## src/hw/rtl/dnm_pkg.sv

```systemverilog
// Package with shared types, constants and helpers for the NAT mapper.
package dnm_pkg;

  localparam int unsigned AddrW = 32;
  localparam int unsigned PortW = 16;
  localparam int unsigned CfgIdxW = 3;
  localparam int unsigned CfgDataW = 32;
  localparam int unsigned LenW = 6;
  localparam int unsigned DivStages = 32;

  localparam logic [PortW-1:0] PortBase = 16'd1024;
  localparam logic [PortW-1:0] PortSpan = 16'd64512;

  localparam logic [CfgIdxW-1:0] RegEnable = 3'd0;
  localparam logic [CfgIdxW-1:0] RegInPrefix = 3'd1;
  localparam logic [CfgIdxW-1:0] RegInLen = 3'd2;
  localparam logic [CfgIdxW-1:0] RegOutPrefix = 3'd3;
  localparam logic [CfgIdxW-1:0] RegPpu = 3'd4;

  localparam logic [1:0] StOk = 2'd0;
  localparam logic [1:0] StDisabled = 2'd1;
  localparam logic [1:0] StPrefix = 2'd2;
  localparam logic [1:0] StPort = 2'd3;

  typedef struct packed {
    logic             req_type;
    logic [AddrW-1:0] address;
    logic [PortW-1:0] port;
  } req_t;

  typedef struct packed {
    logic [1:0]       status;
    logic [AddrW-1:0] result_address;
    logic [PortW-1:0] block_start;
    logic [PortW-1:0] block_end;
  } rsp_t;

  // Work carried from cell to cell along the divider chain.
  typedef struct packed {
    logic             vld;
    logic             rev;
    logic [1:0]       status;
    logic [AddrW-1:0] rem;
    logic [AddrW-1:0] quo;
    logic [AddrW-1:0] div;
    logic [AddrW-1:0] acc;
    logic [PortW-1:0] ppu;
  } cell_t;

  function automatic logic [AddrW-1:0] prefix_mask(input logic [LenW-1:0] len);
    logic [AddrW-1:0] m;
    m = '1;
    if (len == '0) begin
      m = '0;
    end else if (len < LenW'(AddrW)) begin
      m = m << (LenW'(AddrW) - len);
    end
    return m;
  endfunction

endpackage

```

## src/hw/rtl/dnm_cell.sv

```systemverilog
// One restoring-division cell: produces one quotient bit per clock.
module dnm_cell #(
  parameter int unsigned Bit = 0
) (
  input  logic            clk_i,
  input  logic            rst_ni,
  input  dnm_pkg::cell_t  in_i,
  output dnm_pkg::cell_t  out_o
);

  dnm_pkg::cell_t c_d, c_q;
  logic [dnm_pkg::AddrW:0] trial;
  logic [dnm_pkg::AddrW:0] sh;

  always_comb begin
    c_d = in_i;
    sh = {1'b0, in_i.rem >> Bit};
    trial = sh - {1'b0, in_i.div};
    if (in_i.div != '0 && !trial[dnm_pkg::AddrW]) begin
      c_d.quo[Bit] = 1'b1;
      c_d.rem = in_i.rem - (in_i.div << Bit);
    end else if (in_i.div == '0) begin
      c_d.quo[Bit] = 1'b1;
    end
  end

  always_ff @(posedge clk_i or negedge rst_ni) begin
    if (!rst_ni) begin
      c_q <= '0;
    end else begin
      c_q <= c_d;
    end
  end

  assign out_o = c_q;

endmodule

```

## config.mk

```make
export PLATFORM = sky130hd
export DESIGN_NAME = dnm_cell
export DESIGN_NICKNAME = d
export VERILOG_FILES = /design/src/hw/rtl/dnm_pkg.sv /design/src/hw/rtl/dnm_cell.sv
export SDC_FILE = /design/constraint.sdc
export NUM_CORES = 1
export LEC_CHECK = 0
export ABC_CLOCK_PERIOD_IN_PS = 800
export BUFFER_PORTS_ARGS = -buffer_cell sky130_fd_sc_hd__buf_2
export CORE_MARGIN = 2
export CORE_UTILIZATION = 46
export DETAILED_ROUTE_END_ITERATION = 10
export GPL_TIMING_DRIVEN = 0
export PLACE_DENSITY_LB_ADDON = 0.3
export SETUP_SLACK_MARGIN = 0.3
export SYNTH_ARGS = -nofsm -noshare
export SYNTH_HDL_FRONTEND = slang
export SYNTH_SLANG_ARGS = --single-unit
```

## constraint.sdc

```tcl
create_clock -name clk_i -period 0.8 [get_ports clk_i]
set_clock_uncertainty 0.1 [all_clocks]
set_input_delay 0.04 -clock clk_i [delete_from_list [all_inputs] [get_ports clk_i]]
set_output_delay 0.04 -clock clk_i [all_outputs]
set_load 0.005 [all_outputs]
```

# [Word-level counts from Yosys, hierarchy flattened]
# Index checks and enable logic that the tools add are counted.
[totals] input_bits=150 register_bits=148
[classes] n_reduce_logical=4 n_addsub=2 mux=3
[op_table] cell="32-bit by 32-bit subtractor with 33-bit output" n=1
[op_table] cell="32-bit zero test" n=1
[op_table] cell="32-bit two-way mux" n=1
[op_table] cell="32-bit nonzero test" n=1
[op_table] cell="32-bit subtractor" n=1
[op_table] cell="1-bit two-way mux" n=2
[op_table] cell="1-bit logical AND" n=1
[op_table] cell="1-bit zero test" n=1

# [Logic depth before layout (Yosys ltp)]
# Gate-level depths: netlist of run 1.
[logic_depth] ltp_word=4 depth_mapped=14

# [Least setup slack after synthesis of run 1]
# No wires, ideal clock.
[synth_timing] kind="input port to flip-flop" startpoint="input port in_i[112] (netlist bit)" endpoint="register c_q (netlist bit out_o[125])" arrival_ns=2.234 n_path_buf=1 path_stages=11 path_slack_ns=-1.644 path_cell_list="inv_1 > ha_1 > fa_1 > o21ai_1 > a211oi_2 > o31ai_4 > a21oi_1 > a21oi_2 > a21oi_2 > buf_6 > o41ai_1"
[synth_lines] element="start, declared" line_no="dnm_cell.sv:7" source="input dnm_pkg::cell_t in_i,"
[synth_lines] element="end signal, assigned" line_no="dnm_cell.sv:29" source="c_q <= '0;"
[synth_lines] element="end signal, assigned" line_no="dnm_cell.sv:31" source="c_q <= c_d;"
[synth_lines] element="end, declared" line_no="dnm_cell.sv:11" source="dnm_pkg::cell_t c_d, c_q;"

==> impl_metrics.json, run 1 <==
{
  "status": "complete, but fails checks",
  "violations": "negative hold slack, negative setup slack",
  "most-common-layout-cells": "buf_2, dfrtp_1, dlygate4sd3_1",
  "hold_viol": 235,
  "switchingPower_mw": 6.42,
  "die_area_um2": 14000,
  "nNetsFinal": 1151,
  "final_common_cell": "buf_2",
  "cp-end-kind": "flop",
  "min_path_type": "in2async",
  "yosys_most_used_dff": "dfrtp_1",
  "multiInputGateArea_um2": 2740,
  "period_needed_ps": 2300,
  "cts.sinks": 148,
  "drt-initial-drc-count": 565,
  "die_y_um": 118,
  "yosysWarnings": 0,
  "critPathLaunch": "in_i[49]",
  "irDropWorstVdd_v": 0.00177,
  "vias": 6269,
  "numCtsBuffers": 17,
  "gp_congestion": 0.905,
  "worstPathRequired_ps": 1010,
  "tightest_slew_ps": 575,
  "fmax_mhz": 434,
  "n_fill_cell": 608,
  "design_area_um2": 10900,
  "cts.reportedPaths.clkPinSlew_ps": 70,
  "wl_mm": 27.2,
  "worstSetupPathType": "in2reg",
  "yosysSeqAreaShare_pct": 61.5,
  "power_frac_seq_pct": 36.1,
  "vias_per_cell": 5.43,
  "setup_slack_ps": -1500,
  "die_w_um": 118,
  "core_region_area_um2": 12700,
  "switching_share_pct": 28.0,
  "overflow": 0,
  "cp.arrival_ps": 2510,
  "finalSetupViolCount": 181,
  "regArea_um2": 3700,
  "power.internal_mw": 16.5,
  "synth_edf_count": 0,
  "cts_max_path_buffers": 2,
  "io_buffers": 297,
  "start_kind": "input port",
  "finalCritPeriodShare_pct": 288,
  "syn-num-nets": 688,
  "rows": 41,
  "wl_per_cell_um": 23.6,
  "start_util_pct": 47.3,
  "tritoncts": "yes",
  "p_leak_nw": 5.67,
  "io_pins": 298,
  "grtUsageTotal_pct": 35.0,
  "drc": 0,
  "drive_above_1_share_pct": 50.9,
  "holdWs_ps": -597,
  "rsz0062_at_grt": "yes",
  "detail-route-antenna-nets": 0,
  "ys_async_sr_fraction_pct": 100,
  "placed_area_um2": 7920,
  "syn_inst": 505,
  "clock_power_share_pct": 39.0,
  "dpl.hpwl_mm": 14.3,
  "slew_viol_final": 0,
  "drt_pass1_iterations": 5,
  "synth_cell_types": 54,
  "grt_pass1_vias": 6338,
  "numPlacedInstances": 975,
  "p_comb_share_pct": 24.9,
  "syn_area_um2": 6020,
  "root_buffer": "clkbuf_16",
  "crit_path_max_fanout": 3,
  "maxCapViolCount": 0,
  "cts_max_level": 4,
  "maxSlewHeadroom_pct": 61.3,
  "largest_register_ffs": 148,
  "grt_pass1_wl_mm": 36.9,
  "fin_cells": 1154,
  "postSynthAreaPerCell_um2": 11.9,
  "grt_max_degree": 76,
  "power_density_nw_per_um2": 2100,
  "area_growth_pct": 81.8,
  "antenna_found_initial": 2,
  "ys_ff_latch": 148
}
-- metrics by stage --
stage               util, %  setup TNS [ps]  power (mW)  hold WS, ps  setup WS, ps
floorplan                 -          -43620        10.2         -356         -1490
global placement       62.0         -397340        11.8         48.1         -2290
detailed placement     62.2          -74560        11.9        -11.0         -1980
CTS                    80.4          -78060        21.8         -522         -1350
global route           86.0          -88530        23.6         -565         -1550
finish                 86.0          -82550        23.0         -597         -1500
-- worst max-delay path, stage by stage --
cell and delay, ps:
buf_12 110, inv_8 50, ha_4 190, nor2b_4 140, o2111ai_4 200, a41o_1 250
buf_6 130, a21oi_4 60, a211o_1 340, a221oi_4 380, o31ai_2 140, xor2_1 200
mux2_4 290
-- how the worst max path moves through the flow --
stage,endpoint,slack [ps],cells past startpoint
after floorplan,out_o[141]$_DFF_PN0_,-1490,10
after global placement,out_o[0]$_DFF_PN0_,-2290,1
after detailed placement,out_o[125]$_DFF_PN0_,-1980,14
after CTS,out_o[143]$_DFF_PN0_,-1350,14
after global routing,out_o[141]$_DFF_PN0_,-1550,13
final,out_o[141]$_DFF_PN0_,-1500,13
-- synth_stat cells, drive strengths merged, types with 2 or more instances --
| library cell | instances | share of area, % |
|---|---|---|
| a41o | 2 | 0.33 |
| inv | 43 | 2.7 |
| a21oi | 33 | 2.9 |
| nor4 | 8 | 0.83 |
| o21bai | 5 | 0.62 |
| xor2 | 12 | 1.7 |
| a211o | 3 | 0.44 |
| clkbuf | 6 | 0.37 |
| or2 | 2 | 0.21 |
| buf | 8 | 0.77 |
| xnor2 | 14 | 2.0 |
| nor3 | 5 | 0.50 |
| or3 | 4 | 0.42 |
| a21o | 12 | 1.5 |
| o31ai | 4 | 0.81 |
| nor2b | 3 | 0.44 |
| o2111ai | 3 | 0.44 |
| nand2b | 3 | 0.31 |
| and3 | 5 | 0.52 |
| and2 | 2 | 0.21 |
| nand2 | 52 | 3.2 |
| nand3 | 9 | 0.75 |
| mux2 | 5 | 0.94 |
| nand4 | 6 | 0.62 |
| o21a | 4 | 0.50 |
| a211oi | 2 | 0.33 |
| ha | 32 | 6.7 |
| o21ai | 37 | 3.1 |
| o311ai | 2 | 0.58 |
| a21boi | 3 | 0.44 |
| dfrtp | 148 | 62 |
| nor2 | 18 | 1.1 |
-- area by class of cell --
type / instances / area share, %
clock buffer: 20 / 3.99
multi-input combinational: 300 / 25.1
buffer: 14 / 1.67
sequential: 148 / 33.8
inverter: 43 / 1.70
antenna: 2 / 0.0457
clock inverter: 11 / 1.83
tap: 172 / 1.97
timing repair buffer: 444 / 29.9
-- timing repair --
action,CTS,global route
endpoints found under the hold margin,296,237
resized for setup,90,139
cloned,5,0
pin swaps,35,43
hold buffers,98,2
endpoints found under the setup margin,256,296
buffers inserted,19,22
-- logic make-up (layout without fill, tap and decap cells) --
kind of cell / after synthesis / count (layout) / synth area share, %
fa+ha+maj: 33 / 33 / 6.98
mux: 5 / 5 / 0.935
xor+xnor: 26 / 26 / 3.78
other cells: 0 / 2 / 0
flops: 148 / 148 / 61.5
buf+inv: 57 / 532 / 3.82
simple gates: 118 / 118 / 9.29
compound gates: 118 / 118 / 13.7
-- routing by layer --
metal  track usage (%)  vias up  wire (µm)
li1                  -     2658          -
met1              39.8     3110       9790
met2              60.8      375      13900
met3              10.0      126       1830
met4              16.5        0       1650
met5                 0        -          0
-- power by group through the flow --
stage	Combinational, mW	Sequential [mW]	Clock, mW
2_1_floorplan	1.75	8.44	0
3_3_place_gp	3.42	8.33	0
3_5_place_dp	3.52	8.33	0
4_1_cts	4.74	8.22	8.80
5_1_grt	6.02	8.31	9.30
6_report	5.71	8.28	8.96
No activity file was read; power rests on OpenSTA's default activity.
==> run 2: changes to the inputs <==
--- a/config.mk
+++ b/config.mk
@@ -6,13 +6,12 @@
 export NUM_CORES = 1
 export LEC_CHECK = 0
 export ABC_CLOCK_PERIOD_IN_PS = 800
-export BUFFER_PORTS_ARGS = -buffer_cell sky130_fd_sc_hd__buf_2
 export CORE_MARGIN = 2
-export CORE_UTILIZATION = 46
+export CORE_UTILIZATION = 44
 export DETAILED_ROUTE_END_ITERATION = 10
+export DONT_BUFFER_PORTS = 1
 export GPL_TIMING_DRIVEN = 0
 export PLACE_DENSITY_LB_ADDON = 0.3
-export SETUP_SLACK_MARGIN = 0.3
 export SYNTH_ARGS = -nofsm -noshare
 export SYNTH_HDL_FRONTEND = slang
 export SYNTH_SLANG_ARGS = --single-unit
==> impl_metrics.json, run 2 (same netlist as run 1, synthesis figures left out) <==
{
  "tightest_slew_ps": 591,
  "grtUsageTotal_pct": 26.8,
  "tns_ps": -58630,
  "start_kind": "input port",
  "hold_viol": 171,
  "gp_congestion": 0.853,
  "cts.reportedPaths.clkPinSlew_ps": 60,
  "most-common-layout-cells": "dfrtp_1, dlygate4sd3_1, inv_1",
  "rows": 42,
  "maxCapViolCount": 0,
  "worstSetupPathType": "in2reg",
  "maxSlewHeadroom_pct": 60.2,
  "status": "complete, but fails checks",
  "path_cells": "ha_4, nor2b_4, o2111ai_2, a41o_2, a21oi_4, a211o_1, a221oi_4, o31ai_2, xor2_1, mux2_4",
  "period_needed_ps": 1950,
  "drt-initial-drc-count": 336,
  "cp.arrival_ps": 2170,
  "fmax_mhz": 512,
  "setup_slack_ps": -1150,
  "nNetsFinal": 878,
  "grt_pass1_wl_mm": 28.6,
  "violations": "negative hold slack, negative setup slack",
  "worstPathRequired_ps": 1010,
  "insertedDiodeCount": 0,
  "die_w_um": 121,
  "holdWs_ps": -803,
  "min_path_type": "in2async",
  "slowest_delay_ps": 340,
  "io_pins": 298,
  "cts.sinks": 148,
  "die_y_um": 121,
  "crit_path_max_fanout": 3,
  "numCtsBuffers": 17,
  "post-route-util_pct": 70.2,
  "irDropWorstVdd_v": 0.00148,
  "place_ws_ps": -1860,
  "overflow": 0,
  "tritoncts": "yes",
  "worst_path_dominant_cell_family": "compound AO/OA/AOI/OAI gates",
  "drt_pass1_iterations": 5,
  "final_common_cell": "dfrtp_1",
  "rsz0062_at_grt": "yes",
  "largest_register_ffs": 148,
  "core_region_area_um2": 13300,
  "drc": 0,
  "cp-end-kind": "flop",
  "slew_viol_final": 0,
  "grt_max_degree": 149,
  "dpl.hpwl_mm": 13.0,
  "numPlacedInstances": 681,
  "placed_area_um2": 6400,
  "cts_max_path_buffers": 2,
  "start_util_pct": 45.3,
  "die_area_um2": 14600,
  "area_growth_pct": 55.0,
  "root_buffer": "clkbuf_16",
  "vias_per_cell": 5.47,
  "antenna_found_initial": 0,
  "power_density_nw_per_um2": 2170,
  "slowest_stage": "a221oi_4",
  "design_area_um2": 9330,
  "detail-route-antenna-nets": 0,
  "grt_pass1_vias": 4834,
  "drive_above_1_share_pct": 28.7,
  "wl_mm": 20.9,
  "crit_buf_inv": 0,
  "p_leak_nw": 4.16,
  "fin_cells": 884,
  "io_buffers": 0,
  "cp.depth": 10,
  "power_mw": 20.2,
  "vias": 4832,
  "finalCritPeriodShare_pct": 244,
  "cts_max_level": 4,
  "wl_per_cell_um": 23.6,
  "finalSetupViolCount": 181
}
==> run 2: cell types whose count changed in the layout (fill, tap and decap cells not counted), moves of 6 or more <==
cell,previous run,this run
buf_6,32,7
dlymetal6s4s_1,39,2
nand2_1,40,29
dlygate4sd3_1,61,131
nand2_2,6,13
inv_2,8,2
buf_2,273,1
inv_1,31,37
==> run 2: cell type report <==
cell class / count / area [µm²]
clock inverter: 14 / 140
multi-input combinational: 300 / 2710
inverter: 43 / 191
tap: 176 / 220
timing repair buffer: 173 / 1760
clock buffer: 18 / 429
buffer: 12 / 171
fill: 899 / 3960
sequential: 148 / 3700
==> run 2: worst max-delay path by stage <==
stage / end / from / slack [ps]
3_3_place_gp: out_o[125]$_DFF_PN0_ / in_i[112] / -1900
2_1_floorplan: out_o[141]$_DFF_PN0_ / in_i[113] / -1490
4_1_cts: out_o[139]$_DFF_PN0_ / in_i[49] / -1210
5_1_grt: out_o[141]$_DFF_PN0_ / in_i[113] / -1190
3_5_place_dp: out_o[125]$_DFF_PN0_ / in_i[112] / -1860
6_report: out_o[141]$_DFF_PN0_ / in_i[113] / -1150
==> run 2: what timing repair did <==
action / CTS / global route
buffers inserted: 18 / 17
hold buffers: 119 / 14
pin swaps: 40 / 43
gates resized for setup: 86 / 65
endpoints found under the hold margin: 296 / 179
setup endpoints to repair: 181 / 181
cloned: 4 / 2
==> run 2: layer usage <==
layer / global-route usage (%) / up-vias / part of all wire (%)
met5: 0 / - / 0
met1: 29.7 / 2396 / 35
li1: - / 2116 / -
met2: 46.6 / 262 / 53
met4: 11.3 / 0 / 3.4
met3: 9.26 / 58 / 8.5
==> run 2: where the power goes <==
part / leakage [nW] / total (mW) / switching [mW] / internal (mW)
clock network: 0.268 / 7.73 / 3.37 / 4.36
logic: 2.16 / 4.01 / 1.87 / 2.14
registers: 1.73 / 8.47 / 0.404 / 8.07
total: 4.16 / 20.2 / 5.64 / 14.6
==> run 3: changes to the inputs <==
--- a/config.mk
+++ b/config.mk
@@ -10,7 +10,6 @@
 export CORE_UTILIZATION = 44
 export DETAILED_ROUTE_END_ITERATION = 10
 export DONT_BUFFER_PORTS = 1
-export GPL_TIMING_DRIVEN = 0
 export PLACE_DENSITY_LB_ADDON = 0.3
 export SYNTH_ARGS = -nofsm -noshare
 export SYNTH_HDL_FRONTEND = slang
==> impl_metrics.json, run 3 (same netlist as run 1, synthesis figures left out) <==
{
  "status": "complete, but fails checks",
  "violations": "negative hold slack, negative setup slack",
  "period_needed_ps": 2010,
  "cts.reportedPaths.clkPinSlew_ps": 60,
  "n_fill_cell": 853,
  "grtUsageTotal_pct": 28.9,
  "dpl.hpwl_mm": 13.9,
  "cp-end-kind": "flop",
  "drc": 0,
  "cts.sinks": 148,
  "worstSetupPathType": "in2reg",
  "overflow": 0,
  "detail-route-antenna-nets": 0,
  "grt_pass1_vias": 5353,
  "holdWs_ps": -787,
  "gp_congestion": 0.891,
  "wl_per_cell_um": 23.2,
  "cts_max_level": 4,
  "fmax_mhz": 498,
  "numPlacedInstances": 771,
  "root_buffer": "clkbuf_16",
  "die_area_um2": 14600,
  "vias": 5122,
  "die_y_um": 121,
  "power_density_nw_per_um2": 2160,
  "nNetsFinal": 954,
  "worstPathRequired_ps": 990,
  "tightest_slew_ps": 468,
  "area_growth_pct": 59.5,
  "maxSlewHeadroom_pct": 68.6,
  "drt-initial-drc-count": 374,
  "numCtsBuffers": 17,
  "grt_pass1_wl_mm": 31.1,
  "tritoncts": "yes",
  "vias_per_cell": 5.34,
  "io_pins": 298,
  "rsz0062_at_grt": "yes",
  "p_leak_nw": 4.48,
  "drt_pass1_iterations": 7,
  "setup_slack_ps": -1210,
  "cp.arrival_ps": 2200,
  "antenna_found_initial": 0,
  "wl_mm": 22.3,
  "final_common_cell": "dfrtp_1",
  "irDropWorstVdd_v": 0.00170,
  "fin_cells": 960,
  "hold_viol": 160,
  "most-common-layout-cells": "dfrtp_1, dlygate4sd3_1, buf_4",
  "maxCapViolCount": 0,
  "start_kind": "input port",
  "io_buffers": 0,
  "place_ws_ps": -1690,
  "core_region_area_um2": 13300,
  "slew_viol_final": 0,
  "finalCritPeriodShare_pct": 251,
  "grt_max_degree": 149,
  "insertedDiodeCount": 0,
  "largest_register_ffs": 148,
  "crit_path_max_fanout": 3,
  "drive_above_1_share_pct": 29.8,
  "min_path_type": "in2async",
  "die_w_um": 121,
  "start_util_pct": 45.3,
  "rows": 42,
  "finalSetupViolCount": 181,
  "cts_max_path_buffers": 2
}
[run 3: cell types whose count changed in the layout (fill, tap and decap cells not counted), moves of 5 or more]
| cell | change |
|---|---|
| buf_4 | +81 |
| dlygate4sd3_1 | +8 |
| ha_1 | +11 |
| ha_2 | -6 |
| ha_4 | -5 |
| nand2_1 | +6 |
| nand2_2 | -5 |
| o21ai_2 | -5 |
[run 3: area by class of cell]
type	count	area, µm²	area share (%)
tap	176	220	2.29
timing repair buffer	261	2400	25.1
clock buffer	19	443	4.61
sequential	148	3700	38.6
multi-input combinational	300	2480	25.9
inverter	43	181	1.89
clock inverter	13	163	1.69
[run 3: stage by stage]
step                      cell area, µm²  setup TNS (ps)  utilization (%)  power [mW]
after floorplan                     6180          -43620                -        10.2
after global placement              7080          -50500             53.3        11.3
after detailed placement            7080          -51370             53.3        11.3
after CTS                           9140          -61210             68.8        20.2
after global routing                9600          -66110             72.2        21.5
final                               9600          -58830             72.2        20.8
[run 3: worst paths after layout]
| check | from | cells after the start | slack, ps | to |
|---|---|---|---|---|
| setup / recovery | in_i[113] | 10 | -1210 | out_o[141]$_DFF_PN0_ |
| hold / removal | rst_ni | 0 | -790 | out_o[133]$_DFF_PN0_ |
| max in group asynchronous | rst_ni | 0 | 1090 | out_o[53]$_DFF_PN0_ |
| min in group clk_i | in_i[49] | 0 | -450 | out_o[49]$_DFF_PN0_ |
[run 3: worst max-delay path, cell delays in order]
cell,delay (ps)
ha_4,220
nor2b_4,130
o2111ai_2,190
a41o_1,310
a21oi_2,100
a211o_1,340
a221oi_4,310
o31ai_2,120
xor2_1,170
mux2_4,270
[run 3: layer usage]
metal  vias to the layer above  wire (µm)  track usage [%]
met5                         -          0                0
met4                         0        971             14.5
met3                        53       1660             9.16
met2                       261      11700             49.6
met1                      2541       7950             32.1
li1                       2267          -                -
[run 3: repair_timing]
action | 4_1_cts | 5_1_grt
pin swaps | 24 | 27
endpoints found under the setup margin | 181 | 181
gates cloned | 0 | 2
buffers inserted | 8 | 10
gates resized for setup | 18 | 62
hold buffers | 132 | 7
endpoints found under the hold margin | 296 | 165
[run 3: report_power, final]
| part | internal [mW] | switching (mW) |
|---|---|---|
| sequential | 8.07 | 0.419 |
| clock | 4.80 | 3.43 |
| combinational | 2.22 | 1.84 |
| total | 15.1 | 5.68 |
